$ cat src/hdl/vbf_div_cell.sv
// One quotient-bit cell of the restoring divider chain.
// No dependencies.
`timescale 1ns / 1ps

module vbf_div_cell #(
  parameter int W  = 29,
  parameter int QW = 17
) (
  input  logic          clk,
  input  logic          en,
  input  logic [W:0]    rem_i,
  input  logic [W-1:0]  den_i,
  input  logic [QW-1:0] q_i,
  output logic [W:0]    rem_o,
  output logic [W-1:0]  den_o,
  output logic [QW-1:0] q_o
);

  logic          ge;
  logic [W:0]    diff;
  logic [W:0]    rem_r;
  logic [W-1:0]  den_r;
  logic [QW-1:0] q_r;

  always_comb begin
    ge   = (rem_i >= {1'b0, den_i});
    diff = ge ? (rem_i - {1'b0, den_i}) : rem_i;
  end

  always_ff @(posedge clk) begin
    if (en) begin
      rem_r <= {diff[W-1:0], 1'b0};
      den_r <= den_i;
      q_r   <= {q_i[QW-2:0], ge};
    end
  end

  assign rem_o = rem_r;
  assign den_o = den_r;
  assign q_o   = q_r;

endmodule

$ cat config.mk
export PLATFORM = sky130hd
export DESIGN_NAME = vbf_div_cell
export DESIGN_NICKNAME = d
export VERILOG_FILES = /design/src/hdl/vbf_div_cell.sv
export SDC_FILE = /design/constraint.sdc
export NUM_CORES = 1
export LEC_CHECK = 0
export BUFFER_PORTS_ARGS = -buffer_cell sky130_fd_sc_hd__buf_4
export CELL_PAD_IN_SITES_DETAIL_PLACEMENT = 1
export CELL_PAD_IN_SITES_GLOBAL_PLACEMENT = 2
export CORE_ASPECT_RATIO = 1.5
export CORE_MARGIN = 4
export CORE_UTILIZATION = 34
export DETAILED_ROUTE_END_ITERATION = 16
export PLACE_DENSITY_LB_ADDON = 0.15
export SETUP_SLACK_MARGIN = 0.4
export SYNTH_ARGS = -nofsm -noshare
export SYNTH_HDL_FRONTEND = slang
export SYNTH_SLANG_ARGS = --single-unit
$ cat constraint.sdc
create_clock -name clk -period 7 [get_ports clk]
set_input_delay 1.75 -clock clk [delete_from_list [all_inputs] [get_ports clk]]
set_output_delay 1.75 -clock clk [all_outputs]
set_load 0.02 [all_outputs]
# Yosys cells after proc, flatten, opt, wreduce, memory -nomap -nowiden
# Cells that the tools add are included.
# Widths: inputs -> output; s select.
[totals]
register_bits = 75
inputBits = 78
output_inout_bits = 76
[op_classes]
addsub = 1
magnitude_cmp = 1
n_mux = 1
[ops]
columns = ["cell", "count"]
rows = [
  ["$ge 30x29->1", 1],
  ["$mux 29", 1],
  ["$sub 29x29->29", 1],
]

# Longest topological paths before layout
[depth]
depth_word = 2
mapped_depth = 13
depth_no_buf = 12

# Worst setup path before layout
# Ideal clock, no wire load.
[synth_path]
kind = "input port to flip-flop"
startpoint = "input port rem_i[0]"
endpoint = "register rem_r[10], in the netlist rem_o[10], data pin"
setup_time_ns = 0.260
arrival_time_ns = 4.014
t_required_ns = 6.740
slack_ns = 2.726
cell_stages = 13
n_path_buf = 1
cell_sequence = "inv_1 -> ha_1 -> inv_1 -> fa_1 -> a21oi_1 -> o21ai_1 -> a21oi_1 -> o41ai_2 -> a31oi_2 -> o21ai_2 -> a21oi_2 -> buf_6 -> mux2_4"
[synth_between]
elab_chain_cells = 2
word_cells_on_any_way = 3
[synth_rtl]
columns = ["item", "line_no", "text"]
rows = [
  ["start: declaration", "11", "input logic [W:0] rem_i,"],
  ["$sub 29x29->29 / $ge 30x29->1 (equally long branches)", "27, 26", ""],
  ["$mux 29 *", "27", "diff = ge ? (rem_i - {1'b0, den_i}) : rem_i;"],
  ["net diff[9]", "20", "logic [W:0] diff;"],
  ["end signal: assignment", "32", "rem_r <= {diff[W-1:0], 1'b0};"],
  ["end: declaration", "21", "logic [W:0] rem_r;"],
]
# The timed path passes the listed nets; every way through them passes the cells marked *.
# A chain may end at the register's enable or synchronous reset.

# Final worst setup path
[layout_path]
startpoint = "input port rem_i[0]"
endpoint = "register rem_r[15], in the netlist rem_o[15], data pin"
# The elaborated chain is that of the path after synthesis.

==> summary.txt <==
Outcome
  • Outcome: completed

Clock tree
  • Clk buf depth: 2
  • CTS H-Tree Depth: 3
  • Clock-pin slew of the registers on the worst-case setup and hold paths: 0.06 ns
  • Root Buffer: clkbuf_16
  • CTS buffer count: 9
  • CTS Hold Bufs: 0
  • Post-CTS Setup Bufs: 0
  • Post-CTS sizing: 0
  • CTS sink count: 75
  • CTS tree: yes

Timing
  • Final period util: 0.719
  • Final WS setup: 1.97 ns
  • Max_slew headroom: 0.342
  • Setup violations, final: 0
  • Final Max Tran Viols: 0
  • F_max: 199 MHz
  • RSZ-0062 raised after global routing: false
  • Final worst path period need: just over 5 ns
  • Worst-margin pin slew: 0.987 ns
  • Min Hold Slack: 1.59 ns
  • Final Hold Violating Endpoints: 0
  • Final setup TNS: 0 ns

Worst setup path
  • Critical path's slowest cell: a21oi_4
  • Critical Path RT: between 7 and 8 ns
  • Crit-path max cell delay: 0.64 ns
  • CP Class: in -> reg
  • Startpoint Class: input pin
  • Crit path DAT: approximately 5 ns
  • CP max FO: 17
  • Worst path bufs/invs: 4
  • Critical-path cell list: buf_4 -> inv_1 -> ha_1 -> inv_1 -> fa_1 -> a21oi_1 -> o21ai_1 -> a21oi_1 -> o41ai_2 -> a31oi_2 -> o21ai_2 -> a21oi_4 -> buf_4 -> mux2_4
  • Worst setup EP type: register
  • Cell family with most CP delay: compound AO/OA/AOI/OAI gates
  • Critical Path Start: rem_i[0]

Die
  • # rows: 50
  • Die width: 101 um
  • Starting Density: 0.349
  • Die Ht: 147 um
  • Core area: 12600 um2
  • # IOs: around 150
  • Full die area: 14800 um2

Detailed routing
  • WL per Instance: 17.3 um
  • Vias per cell: 4.92
  • Via count: 3318
  • DR iter-0 viols: 84
  • Pre-Repair DR Iteration Count: 4
  • Total wire length: 11700 um
  • Post-route DRC: 0
  • Post-route ant nets: 0

Synth
  • Yosys warns: 0
  • Primary FF master, synth: edfxtp_1
  • Syn_nets: 468
  • Ys async rst share: 0
  • Count leader, synth: edfxtp_1
  • Mapped Cells: 360
  • Number of synthesized flops with an enable pin: 75
  • Synth Cell Area: 4390 um2
  • Distinct cells, synth: 54
  • Area leader, netlist: edfxtp_1
  • Synth top area cells: edfxtp_1, mux2_4, ha_1
  • Synthesized flop and latch total: 75
  • Avg Inst Size Synth: 12.2 um2
  • Commonest cells post-synth: edfxtp_1, inv_1, ha_1, mux2_4, a21oi_1
  • Seq/Total Area, Yosys: 0.513
  • Yosys top cell area share: 0.513

Power and ir drop
  • P per Cell Area: around 240 nW/um2
  • Worst IR Drop VDD: 0.137 mV
  • Leakage power: about 2.7 nW

Final layout
  • Layout Utilization: 0.476
  • Final #Nets: a little over 600
  • ANT cells: 0
  • Layout cells sized above 1: 0.393
  • Area growth from synthesis to layout: 36.1%

Run
  • Maxcap violations: 0

Global route
  • First-pass GRT wire length: 18600 um
  • Vias in the first global route: 3745
  • Largest net degree at the start of global routing: 76
  • Initial antenna violation count: 0
  • Grt total ovfl: 0
  • Total track usage: 0.159

Placed design
  • Dpl ws: 1.55 ns
  • DP Wirelength: approximately 9200 um
  • RePlAce Congestion: between 0.7 and 0.8
  • Port-buffer cells: roughly 150

Hold path
  • Hold_sp: q_i[3]
  • Type of the worst min-delay path: in -> reg
path summary, 6_finish.rpt:
path | slack (ns) | to | cells after the start
setup / recovery | 1.97 | rem_o[15]$_DFFE_PP_ | 14
hold / removal | 1.59 | q_o[4]$_DFFE_PP_ | 1
metal layers:
metal | GRT usage | wire [um]
met1 | 0.163 | 4180
met3 | 0.0328 | 625
met2 | 0.307 | 6660
met5 | 0 | 0
met4 | 0.0553 | 212
where the power goes:
part / total, mW / switching [mW] / internal (mW)
Sequential: 0.571 / 0.0144 / 0.557
Combinational: 0.413 / 0.213 / 0.200
Clock: 0.474 / 0.196 / 0.278
Total: 1.46 / 0.424 / 1.03
area by class of cell:
class | count | area [um2]
tap | 156 | 195
sequential | 75 | 2250
clock buffer | 9 | 225
clock inverter | 7 | 75.1
multi-input combinational | 237 | 1940
timing repair buffer | 153 | 1150
fill | 1371 | 6590
inverter | 38 | 143
cell usage in the layout (no fill, tap or decap), types with 2 or more instances in the layout:
cell type / n
buf_4: 153
edfxtp_1: 75
inv_1: 38
ha_1: 29
mux2_4: 27
a21oi_1: 26
nand2_1: 23
xnor2_1: 16
o21ai_0: 14
nor2_1: 11
nand3_1: 10
xor2_1: 9
clkbuf_16: 9
a21o_1: 8
o21bai_1: 5
nor3_1: 4
nor2b_1: 4
a31oi_1: 4
nand4_1: 3
a311oi_1: 3
a211oi_1: 3
nand2b_1: 3
o211ai_1: 3
nor3b_1: 2
o21a_1: 2
a221oi_1: 2
clkinvlp_4: 2
inv_6: 2
logic make-up (layout without fill, tap and decap cells):
family	Yosys count	in the layout	share of synthesized area
AOI/OAI and AO/OA	86	86	0.133
xor gates and xnor gates	25	25	0.0498
other	1	1	0.000853
muxes	29	29	0.0971
adders and majority gates	30	30	0.0871
DFF	75	75	0.513
and+or+nand+nor	66	66	0.0723
buffers and inverters	48	207	0.0473
sequential cells by signal, summed over array words and instances (netlist names):
signal and flops:
den_o 29, q_o 17, rem_o 29
metrics by stage:
| step | area, um2 | power [mW] | instances |
|---|---|---|---|
| finish | 5980 | 1.46 | 675 |
| global route | 5980 | 1.53 | 675 |
| CTS | 5980 | 1.49 | 675 |
| detailed placement | 5680 | 1.00 | 659 |
| global placement | 5680 | 0.991 | 659 |
| floorplan | 4390 | 0.836 | 360 |
Note: power is estimated with default switching activity, not from simulation.
