## config.mk

```make
export PLATFORM = sky130hd
export DESIGN_NAME = vbf_sqrt_cell
export DESIGN_NICKNAME = d
export VERILOG_FILES = /design/src/hdl/vbf_sqrt_cell.sv
export SDC_FILE = /design/constraint.sdc
export NUM_CORES = 1
export LEC_CHECK = 0
export ABC_CLOCK_PERIOD_IN_PS = 9200
export BUFFER_PORTS_ARGS = -buffer_cell sky130_fd_sc_hd__buf_2
export CAP_MARGIN = 20
export CORE_ASPECT_RATIO = 1.1
export CORE_MARGIN = 4
export CORE_UTILIZATION = 52
export DETAILED_ROUTE_END_ITERATION = 7
export PLACE_DENSITY = 0.86
export SYNTH_ARGS = -nofsm -noshare
export SYNTH_HDL_FRONTEND = slang
export SYNTH_SLANG_ARGS = --single-unit
```

## constraint.sdc

```tcl
create_clock -name clk -period 9.2 [get_ports clk]
set_clock_uncertainty 0.15 [all_clocks]
set_input_delay 1.84 -clock clk [delete_from_list [all_inputs] [get_ports clk]]
set_output_delay 1.84 -clock clk [all_outputs]
set_load 0.01 [all_outputs]
```

## src/hdl/vbf_sqrt_cell.sv

```systemverilog
// One digit cell of the integer square root chain (two radicand bits per cell).
// No dependencies.
`timescale 1ns / 1ps

module vbf_sqrt_cell #(
  parameter int RAD_W = 58,
  parameter int RT_W  = 29
) (
  input  logic             clk,
  input  logic             en,
  input  logic [RT_W+2:0]  rem_i,
  input  logic [RT_W-1:0]  root_i,
  input  logic [RAD_W-1:0] rad_i,
  output logic [RT_W+2:0]  rem_o,
  output logic [RT_W-1:0]  root_o,
  output logic [RAD_W-1:0] rad_o
);

  localparam int RW = RT_W + 3;

  logic [RW-1:0]    rem_sh;
  logic [RW-1:0]    trial;
  logic             ge;
  logic [RW-1:0]    rem_r;
  logic [RT_W-1:0]  root_r;
  logic [RAD_W-1:0] rad_r;

  always_comb begin
    rem_sh = {rem_i[RW-3:0], rad_i[RAD_W-1 -: 2]};
    trial  = RW'({root_i, 2'b01});
    ge     = (rem_sh >= trial);
  end

  always_ff @(posedge clk) begin
    if (en) begin
      rem_r  <= ge ? (rem_sh - trial) : rem_sh;
      root_r <= {root_i[RT_W-2:0], ge};
      rad_r  <= {rad_i[RAD_W-3:0], 2'b00};
    end
  end

  assign rem_o  = rem_r;
  assign root_o = root_r;
  assign rad_o  = rad_r;

endmodule

```

### Word level (Yosys, flattened, before mapping)

Index checks and enable logic that the tools add are counted.

| word-level totals | value |
|---|---|
| flip-flop bits (word level) | 117 |

| operators by class | value |
|---|---|
| $add $sub $neg | 1 |
| order comparisons | 1 |
| muxes and demuxes | 1 |

Operators by type and width:

| operator | number |
|---|---|
| $ge A32 B31 Y1 | 1 |
| $mux W32 | 1 |
| $sub A32 B31 Y32 | 1 |

### Logic depth before layout (Yosys ltp)

Gate-level depths: netlist (run 1).

| depth | value |
|---|---|
| depth in word-level cells | 2 |
| mapped depth | 11 |

### Worst setup path after synthesis (run 1)

OpenSTA, ideal clock, no wires.

| timing path | value |
|---|---|
| kind | input to register |
| from | in root_i[12] |
| to | reg rem_r[30], in the netlist rem_o[30], data pin |
| library setup time | 0.260 ns |
| arrival | 3.823 ns |
| setup slack | 4.967 ns |
| cell stages on the path | 10 |
| cells stage by stage | inv_1 > ha_1 > buf_2 > nand4_1 > or4_1 > o211ai_1 > o221ai_2 > nand2_4 > buf_6 > mux2_2 |

| on the way | value |
|---|---|
| longest elaborated chain between the ends | 2 |
| elaborated cells between the ends (all ways) | 3 |

Ends and longest elaborated chain:

| what | RTL line | text |
|---|---|---|
| from (decl) | 12 | `input logic [RT_W-1:0] root_i,` |
| $sub A32 B31 Y32 / $ge A32 B31 Y1 (equally long branches) | 36, 31 |  |
| $mux W32 * | 36 | `rem_r <= ge ? (rem_sh - trial) : rem_sh;` |
| to (signal assigned) | 36 |  |
| to (decl) | 24 | `logic [RW-1:0] rem_r;` |

Mark *: on every way between the ends. The rest lies on a longest branch, timed or not.
A chain may end at the register's enable or synchronous reset.

### Worst setup path after layout (run 1)

| timing path | value |
|---|---|
| from | in rem_i[23] |
| to | reg rem_r[20], in the netlist rem_o[20], data pin |

| on the way | value |
|---|---|
| longest elaborated chain between the ends | 2 |

Ends and longest elaborated chain:

| what | RTL line | text |
|---|---|---|
| from (decl) | 11 | `input logic [RT_W+2:0] rem_i,` |
| $ge A32 B31 Y1 | 31 | `ge = (rem_sh >= trial);` |
| $mux W32 | 36 |  |

Every way passes these cells.

==> qor.yml, run 1 <==
outcome:
  status: "finished clean"
floorplanning:
  die_w_microns: 108
  core_sq_um: 10900
  die_h_microns: 118
  boundaryPins: 240
  initial_utilization_pct: 53.0
  dieArea_sq_um: 12800
  rows: 40
layout:
  nets: 852
  fin_util_pct: 70.6
  seqCellArea_sq_um: 3510
  post_route_cells_drive_above_1_share_pct: 40.3
  fillers: 747
  areaGrowthSynthToFinish_pct: 33.1
  instances_no_fill: 861
  design_area_sq_um: 7670
  multi_input_area_sq_um: 2030
synthesis:
  synth_edf_count: 117
  synth.distinct_cells: 56
  synthFlopType: "edfxtp_1"
  avgSynthCellArea_sq_um: 12.6
  synth.cell_area_sq_um: 5760
  synthCells: 458
  synth_top_area_share_pct: 61.0
  ys_ff_latch: 117
  ys_top_cells_by_area: "edfxtp_1, ha_1, a21oi_1, inv_1, nor2_1"
  yosysTopAreaCell: "edfxtp_1"
  synth-seq-area-share_pct: 61.0
  async_flop_share_pct: 0
  ys.warnings.count: 0
route:
  antenna_left: 0
  remaining_drc_errors: 0
  wl_met2_mm: 8.03
  firstDrtPassIters: 5
  wire_per_inst_microns: 17.4
  dr.first_iter.drc_count: 303
  wl_met1_mm: 5.41
  vias: 4632
  routed.top_layer: "met4"
  wl_met3_mm: 1.15
  routed_via_density: 5.38
  drt_wl_total_mm: 15.0
worst_setup_path:
  cp.depth: 8
  critPathKind: "in2reg"
  cp.arrival_ns: 4.50
  critical_path.max_stage_delay_ns: 0.66
  path_max_fanout: 52
  crit_start: "rem_i[23]"
  worst-path-buf-inv: 1
  endpoint_kind: "flop"
  crit_family: "compound AO/OA/AOI/OAI gates"
  cp_slowest_cell: "a311oi_1"
  startpoint_type: "input pin"
  cp.required_ns: 9.20
  path_cells: "buf_2 -> ha_1 -> a21o_1 -> a21oi_1 -> o21ai_0 -> a311oi_1 -> nand2_4 -> mux2_1"
grt:
  grt_overflow_total: 0
  grt_max_degree: 70
  grt_usage_pct: 23.2
  grt_pass1_wl_mm: 23.2
  antenna_found_initial: 1
  grt_pass1_vias: 4671
placed_design:
  io_buffers: 235
  post-dp-hpwl_mm: 11.4
  place_inst: 828
  place_area_sq_um: 7060
  routabilityCongestion: 0.868
  post-place-ws_ns: 4.34
cts:
  cts_max_level: 4
  cts_root_buf: "clkbuf_16"
  hold_buffers: 0
  clkSlewWorstSetupHoldPaths_ns: 0.06
  cts_setup_buffers: 0
  cts_resized: 0
  clockBufferDepth: 2
  cts_tree: "done"
  clkSinkCount: 117
  cts_buffers: 17
timing:
  max_freq_ghz: 0.222
  fin_crit_sh_pct: 48.9
  setup_tns_ns: 0
  tightestPinTransition_ns: 0.856
  setup_violations: 0
  rsz0062_at_grt: "false"
  holdWs_ns: 1.46
  slew_viol_final: 0
  slew-limit-headroom_pct: 42.9
  finalHoldViolations: 0
  setup_slack_ns: 4.70
  min_period_ns: 4.50
pwr:
  leakage_nw: 3.41
  total_power_mw: 1.62
  peakVddDrop_mv: 0.131
  cellPowerDensity_nw_per_um2: 212
job:
  maxCapViolations: 0
min_path:
  hold_path_class: "in2reg"
  min_from: "rad_i[15]"
  min_path_cells: 1
[Yosys cell counts (2+ instances only)]
cell and number:
o21ai_1 2, nand2_1 20, xnor2_1 14, and2_1 3, and3_1 4, or3_1 3
nor3_1 8, o41ai_1 2, buf_2 6, nand4_1 6, o22ai_1 2, nand3_1 8
o31ai_1 2, mux2_1 3, a31o_2 2, o31ai_4 2, nand2b_1 5, nor2_1 36
ha_1 31, buf_4 2, mux2_2 6, a211oi_1 3, inv_1 38, o211ai_1 3
a21oi_1 55, or2_2 2, nor4_1 2, o21bai_1 5, o21ai_0 10, edfxtp_1 117
xor2_1 13, a311oi_1 2, clkbuf_1 5, a21o_1 14
[flip-flops by register name, summed over array words and instances, names as in the netlist]
signal,flops
root_o,29
rad_o,56
rem_o,32
[path summary, 6_finish.rpt]
check and end:
max rem_o[20]$_DFFE_PP_, min rad_o[17]$_DFFE_PP_
[power by group]
group / total (mW) / switching, mW / internal, mW / leakage, nW
Combinational: 0.290 / 0.168 / 0.121 / 1.99
Sequential: 0.666 / 0.0131 / 0.652 / 1.15
Clock: 0.668 / 0.240 / 0.428 / 0.279
Total: 1.62 / 0.422 / 1.20 / 3.41
[per-layer routing]
metal,track usage [%],vias up
met5,0,-
met1,25.2,2185
met2,42.8,210
met4,8.21,0
met3,6.12,36
li1,-,2201
[kinds of logic after synthesis]
family / Yosys count / share of synthesized area [%]
AOI/OAI and AO/OA: 118 / 13.8
xor gates and xnor gates: 27 / 4.11
adders and majority gates: 31 / 6.73
buffers and inverters: 52 / 3.78
DFF: 117 / 61.0
muxes: 9 / 1.76
other: 1 / 0.0651
and+or+nand+nor: 103 / 8.80
[layout by cell type (no fill, tap or decap), types with 4 or more instances in the layout]
cell and n:
xor2_1 13, a21oi_1 55, nor2_1 36, nand2_1 20, nand2b_1 5, clkinvlp_4 5
and3_1 4, clkbuf_16 17, ha_1 31, a21o_1 14, buf_2 234, xnor2_1 14
nand4_1 6, nand3_1 8, nor3_1 8, o21ai_0 10, o21bai_1 5, inv_1 38
mux2_2 6, edfxtp_1 117
[final cells by class]
type / instances / share of cell area [%]
diodes: 1 / 0.0326
clock buffers: 18 / 5.60
clock inverters: 14 / 2.30
inverters: 38 / 1.86
multi-input cells: 290 / 26.5
flip-flops and latches: 117 / 45.8
well taps: 147 / 2.40
repair buffers: 236 / 15.5
Note: power is estimated with default switching activity, not from simulation.
==> inputs of run 2 (changes only) <==
==> config.mk (replaced) <==
export PLATFORM = sky130hd
export DESIGN_NAME = vbf_sqrt_cell
export DESIGN_NICKNAME = d
export VERILOG_FILES = /design/src/hdl/vbf_sqrt_cell.sv
export SDC_FILE = /design/constraint.sdc
export NUM_CORES = 1
export LEC_CHECK = 0
export ABC_CLOCK_PERIOD_IN_PS = 4400
export BUFFER_PORTS_ARGS = -buffer_cell sky130_fd_sc_hd__buf_2
export CAP_MARGIN = 20
export CORE_ASPECT_RATIO = 1.1
export CORE_MARGIN = 4
export CORE_UTILIZATION = 48
export DETAILED_ROUTE_END_ITERATION = 7
export PLACE_DENSITY = 0.8
export SYNTH_ARGS = -nofsm -noshare
export SYNTH_HDL_FRONTEND = slang
export SYNTH_SLANG_ARGS = --single-unit
==> constraint.sdc (replaced) <==
create_clock -name clk -period 4.4 [get_ports clk]
set_clock_uncertainty 0.15 [all_clocks]
set_input_delay 0.88 -clock clk [delete_from_list [all_inputs] [get_ports clk]]
set_output_delay 0.88 -clock clk [all_outputs]
set_load 0.01 [all_outputs]
==> qor.yml, run 2 (synthesis results as in run 1) <==
floorplanning:
  boundaryPins: 240  # unchanged
  die_w_microns: 112  # was 108 microns
  rows: 41  # was 40
  dieArea_sq_um: 13800  # was 12800 sq um
  core_sq_um: 11600  # was 10900 sq um
  die_h_microns: 123  # was 118 microns
  initial_utilization_pct: 49.7  # was 53.0%
placed_design:
  place_area_sq_um: 7080  # was 7060 sq um
  io_buffers: 235  # unchanged
  routabilityCongestion: 0.882  # was 0.868
  place_inst: 833  # was 828
  post-dp-hpwl_mm: 11.8  # was 11.4 mm
layout:
  nets: 854  # was 852
  largest_reg_flops: 56  # unchanged
  areaGrowthSynthToFinish_pct: 33.8  # was 33.1%
  fillers: 863  # was 747
  post_route_cells_drive_above_1_share_pct: 40.5  # was 40.3%
  instances_no_fill: 864  # was 861
  final_common_cell: "buf_2"  # unchanged
  num_antenna_cells: 0  # was 1
  layout_common_cells: "buf_2, edfxtp_1, a21oi_1"  # unchanged
  design_area_sq_um: 7700  # was 7670 sq um
timing:
  slew_viol_final: 0  # unchanged
  tightestPinTransition_ns: 0.736  # was 0.856 ns
  fin_crit_sh_pct: 81.3
  setup_violations: 0  # unchanged
  finalHoldViolations: 0  # unchanged
  holdWs_ns: 0.499  # was 1.46 ns
  slew-limit-headroom_pct: 50.9  # was 42.9%
  min_period_ns: 3.58
  setup_tns_ns: 0  # unchanged
  rsz0062_at_grt: "false"  # unchanged
  max_freq_ghz: 0.280
worst_setup_path:
  cp.arrival_ns: 3.58  # was 4.50 ns
  cp_slowest_cell: "a311oi_1"  # unchanged
  startpoint_type: "input pin"  # unchanged
  worst-path-buf-inv: 2  # was 1
  cp_common_cell: "a21oi_1"
  crit_family: "compound AO/OA/AOI/OAI gates"  # unchanged
  critPathKind: "in2reg"  # unchanged
  path_cells: "buf_2 -> ha_1 -> a21o_1 -> a21oi_1 -> o21ai_0 -> a311oi_1 -> nand2_4 -> buf_4 -> nor2_1 -> a21oi_1"  # was buf_2 -> ha_1 -> a21o_1 -> a21oi_1 -> o21ai_0 -> a311oi_1 -> nand2_4 -> mux2_1
  critical_path.max_stage_delay_ns: 0.68  # was 0.66 ns
  cp.required_ns: 4.40  # was 9.20 ns
  path_max_fanout: 41  # was 52
  endpoint_kind: "flop"  # unchanged
route:
  dr.first_iter.drc_count: 385  # was 303
  remaining_drc_errors: 0  # unchanged
  drt_wl_total_mm: 15.6  # was 15.0 mm
  firstDrtPassIters: 5  # unchanged
  antenna_left: 0  # unchanged
  routed_via_density: 5.36  # was 5.38
  wire_per_inst_microns: 18.0  # was 17.4 microns
  vias: 4634  # was 4632
min_path:
  hold_path_end: "rad_o[39]$_DFFE_PP_"  # was rad_o[17]$_DFFE_PP_
  hold_path_class: "in2reg"  # unchanged
  min_path_cells: 1  # unchanged
  min_from: "rad_i[37]"  # was rad_i[15]
cts:
  clkSinkCount: 117  # unchanged
  cts_max_level: 4  # unchanged
  clockBufferDepth: 2  # unchanged
  cts_root_buf: "clkbuf_16"  # unchanged
  cts_setup_buffers: 0  # unchanged
  cts_resized: 0  # unchanged
  cts_tree: "done"  # unchanged
  hold_buffers: 0  # unchanged
  cts_buffers: 17  # unchanged
  clkSlewWorstSetupHoldPaths_ns: 0.06  # about the same
pwr:
  total_power_mw: 3.47  # was 1.62 mW
  cellPowerDensity_nw_per_um2: 450  # was 212 nW/um^2
  peakVddDrop_mv: 0.244  # was 0.131 mV
  leakage_nw: 3.44  # was 3.41 nW
grt:
  grt_pass1_vias: 4795  # was 4671
  grt_usage_pct: 22.8  # was 23.2%
  grt_max_degree: 60  # was 70
  grt_overflow_total: 0  # unchanged
  antenna_found_initial: 0  # was 1
  grt_pass1_wl_mm: 24.4  # was 23.2 mm
outcome:
  status: "finished clean"  # unchanged
job:
  maxCapViolations: 0  # unchanged
## run 2: layout make-up
class	instances	area [sq um]	share of cell area, %
Tap cell	150	188	2.44
Clock buffer	17	425	5.52
Multi-Input combinational cell	290	2030	26.4
Sequential cell	117	3510	45.6
Inverter	38	143	1.85
Clock inverter	14	201	2.61
Timing Repair Buffer	238	1200	15.6
## run 2: routing by layer
metal,global-route usage [%],vias up,share of wire [%]
met5,0,-,0
met4,7.96,0,2.1
met3,6.95,29,7.5
met2,41.5,223,53
met1,25.2,2183,38
li1,-,2199,-
## run 2: how the worst max path moves through the flow
stage	startpoint	to	cells past startpoint
finish	rem_i[23]	rem_o[13]$_DFFE_PP_	10
detailed placement	root_i[23]	rem_o[15]$_DFFE_PP_	11
CTS	rem_i[23]	rem_o[13]$_DFFE_PP_	10
floorplan	root_i[12]	rem_o[30]$_DFFE_PP_	10
global placement	root_i[12]	rem_o[19]$_DFFE_PP_	9
global route	rem_i[23]	rem_o[12]$_DFFE_PP_	10
## run 2: per-stage QoR
stage               worst slack (ns)  util, %
detailed placement             0.474     61.0
floorplan                       1.13        -
global placement               0.600     61.0
global route                   0.746     66.4
CTS                            0.865     66.4
finish                         0.822     66.4
## run 2: report_power, final
group          leakage, nW  internal, mW  switching [mW]  total, mW
logic                 2.00         0.255           0.354      0.609
clock network        0.300         0.951           0.516       1.47
registers             1.15          1.36          0.0285       1.39
==> inputs of run 3 (changes only) <==
==> config.mk (replaced) <==
export PLATFORM = sky130hd
export DESIGN_NAME = vbf_sqrt_cell
export DESIGN_NICKNAME = d
export VERILOG_FILES = /design/src/hdl/vbf_sqrt_cell.sv
export SDC_FILE = /design/constraint.sdc
export NUM_CORES = 1
export LEC_CHECK = 0
export ABC_AREA = 1
export ABC_CLOCK_PERIOD_IN_PS = 3000
export BUFFER_PORTS_ARGS = -buffer_cell sky130_fd_sc_hd__buf_2
export CAP_MARGIN = 20
export CORE_ASPECT_RATIO = 1.1
export CORE_MARGIN = 4
export CORE_UTILIZATION = 45
export DETAILED_ROUTE_END_ITERATION = 7
export PLACE_DENSITY = 0.77
export SYNTH_ARGS = -nofsm -noshare
export SYNTH_HDL_FRONTEND = slang
export SYNTH_SLANG_ARGS = --single-unit
==> constraint.sdc (replaced) <==
create_clock -name clk -period 3 [get_ports clk]
set_clock_uncertainty 0.15 [all_clocks]
set_input_delay 0.6 -clock clk [delete_from_list [all_inputs] [get_ports clk]]
set_output_delay 0.6 -clock clk [all_outputs]
set_load 0.01 [all_outputs]
==> qor.yml, run 3 <==
pwr:
  leakage_nw: 4.57  # was 3.44 nW
  peakVddDrop_mv: 0.289  # was 0.244 mV
  cellPowerDensity_nw_per_um2: 589  # was 450 nW/um^2
timing:
  finalHoldViolations: 0  # unchanged
  min_period_ns: 2.30
  max_freq_ghz: 0.434
  slew_viol_final: 0  # unchanged
  setup_violations: 0  # unchanged
  fin_crit_sh_pct: 76.8
  rsz0062_at_grt: "false"  # unchanged
  setup_tns_ns: 0  # unchanged
floorplanning:
  core_sq_um: 14300  # was 11600 sq um
  initial_utilization_pct: 45.7  # was 49.7%
  dieArea_sq_um: 16600  # was 13800 sq um
  die_h_microns: 135  # was 123 microns
  boundaryPins: 240  # unchanged
  rows: 46  # was 41
  die_w_microns: 123  # was 112 microns
min_path:
  hold_path_end: "rad_o[19]$_DFFE_PP_"  # was rad_o[39]$_DFFE_PP_
  hold_path_class: "in2reg"  # unchanged
  min_from: "rad_i[17]"  # was rad_i[37]
  min_path_cells: 1  # unchanged
cts:
  cts_resized: 0  # unchanged
  cts_tree: "done"  # unchanged
  clockBufferDepth: 2  # unchanged
  clkSinkCount: 117  # unchanged
  clkSlewWorstSetupHoldPaths_ns: 0.06  # about the same
  cts_max_level: 4  # unchanged
  hold_buffers: 0  # unchanged
  cts_buffers: 17  # unchanged
  cts_root_buf: "clkbuf_16"  # unchanged
  cts_setup_buffers: 0  # unchanged
layout:
  areaGrowthSynthToFinish_pct: 31.2  # was 33.8%
  instances_no_fill: 1238  # was 864
  layout_common_cells: "nand2_1, buf_2, inv_1"  # was buf_2, edfxtp_1, a21oi_1
  largest_reg_flops: 56  # unchanged
  multi_input_area_sq_um: 2370  # was 2030 sq um
  post_route_cells_drive_above_1_share_pct: 27.6  # was 40.5%
  nets: 1184  # was 854
  fillers: 1344  # was 863
  final_common_cell: "nand2_1"  # was buf_2
  seqCellArea_sq_um: 3510  # unchanged
synthesis:
  ys_top_cells_by_area: "edfxtp_1, nand2_1, inv_1, ha_1, nand3_1"  # was edfxtp_1, ha_1, a21oi_1, inv_1, nor2_1
  ys.warnings.count: 0  # unchanged
  ys_ff_latch: 117  # unchanged
  synth.cell_area_sq_um: 6550  # was 5760 sq um
  synth-seq-area-share_pct: 53.6  # was 61.0%
  synth.most_common_cell: "nand2_1"  # was edfxtp_1
  yosysTopAreaCell: "edfxtp_1"  # unchanged
  async_flop_share_pct: 0  # unchanged
  synth_common_cells: "nand2_1, inv_1, edfxtp_1, nor2_1, nand3_1"  # was edfxtp_1, a21oi_1, inv_1, nor2_1, ha_1
  synthCells: 777  # was 458
  synth_edf_count: 117  # unchanged
  synth_top_area_share_pct: 53.6  # was 61.0%
  synth.distinct_cells: 29  # was 56
  synthFlopType: "edfxtp_1"  # unchanged
  avgSynthCellArea_sq_um: 8.43  # was 12.6 sq um
route:
  firstDrtPassIters: 5  # unchanged
  routed_via_density: 4.50  # was 5.36
  remaining_drc_errors: 0  # unchanged
  wire_per_inst_microns: 14.0  # was 18.0 microns
  drt_wl_total_mm: 17.3  # was 15.6 mm
  antenna_left: 0  # unchanged
  vias: 5571  # was 4634
  dr.first_iter.drc_count: 319  # was 385
grt:
  grt_usage_pct: 21.0  # was 22.8%
  grt_pass1_wl_mm: 26.7  # was 24.4 mm
  antenna_found_initial: 1  # was 0
  grt_overflow_total: 0  # unchanged
  grt_pass1_vias: 5410  # was 4795
  grt_max_degree: 75  # was 60
worst_setup_path:
  path_max_fanout: 17  # was 41
  startpoint_type: "input pin"  # unchanged
  cp.arrival_ns: 2.32  # was 3.58 ns
  critPathKind: "in2reg"  # unchanged
  endpoint_kind: "flop"  # unchanged
  cp.required_ns: 3.02  # was 4.40 ns
placed_design:
  io_buffers: 235  # unchanged
  post-dp-hpwl_mm: 14.1  # was 11.8 mm
  routabilityCongestion: 0.928  # was 0.882
  place_inst: 1205  # was 833
outcome:
  status: "finished clean"  # unchanged
job:
  maxCapViolations: 0  # unchanged
run 3: cells by family (layout without fill, tap and decap cells):
kind of cell	count (synthesis)	after routing	share of synthesized area [%]
buffers and inverters	169	436	10.3
XOR/XNOR	14	14	1.87
flip-flops	117	117	53.6
AO/OA/AOI/OAI	24	24	2.02
AND/OR/NAND/NOR	421	421	26.2
other	1	3	0.0572
adder cells (fa/ha/maj)	31	31	5.92
run 3: worst max-delay path by stage:
| stage | startpoint | endpoint | slack, ns | cells after the start |
|---|---|---|---|---|
| finish | root_i[16] | rem_o[23]$_DFFE_PP_ | 0.70 | 14 |
| CTS | root_i[19] | rem_o[23]$_DFFE_PP_ | 0.71 | 14 |
| global placement | rem_i[19] | rem_o[25]$_DFFE_PP_ | 0.28 | 13 |
| detailed placement | root_i[19] | rem_o[23]$_DFFE_PP_ | 0.26 | 14 |
| global route | root_i[16] | rem_o[23]$_DFFE_PP_ | 0.50 | 14 |
| floorplan | root_i[1] | rem_o[28]$_DFFE_PP_ | 0.68 | 12 |
run 3: metal layers:
layer	vias up	GRT usage [%]	wire length (microns)
met5	-	0	0
met3	12	5.49	1330
met4	0	5.78	181
met2	170	37.9	8810
li1	2935	-	-
met1	2454	24.5	7010
run 3: area by class of cell:
cell class | instances | area share, %
clock buffers | 18 | 4.99
repair buffers | 243 | 14.7
diodes | 1 | 0.0291
inverters | 161 | 7.03
well taps | 192 | 2.79
multi-input cells | 492 | 27.5
clock inverters | 14 | 2.08
flip-flops and latches | 117 | 40.8
run 3: where the power goes:
| group | switching (mW) | internal [mW] |
|---|---|---|
| registers | 0.0341 | 1.99 |
| clock network | 0.758 | 1.32 |
| logic | 0.599 | 0.367 |
run 3: through the flow:
step	hold WS (ns)	area [sq um]	power [mW]	utilization (%)	worst slack (ns)
3_3_place_gp	0.627	7990	3.02	55.8	0.279
5_1_grt	0.191	8600	5.33	60.0	0.502
3_5_place_dp	0.628	7990	3.03	55.8	0.265
4_1_cts	0.192	8600	5.12	60.0	0.711
6_report	0.210	8600	5.07	60.0	0.696
2_1_floorplan	0.549	6560	2.63	-	0.677
run 3: critical path, stage by stage:
cell,delay [ns]
buf_2,0.08
inv_1,0.05
ha_1,0.32
nand2_1,0.15
inv_1,0.05
nand2_1,0.08
nand2_1,0.09
a21oi_2,0.17
nor2_1,0.05
nor2_1,0.17
nand2_4,0.09
buf_4,0.21
nand3_1,0.13
nand2_1,0.07
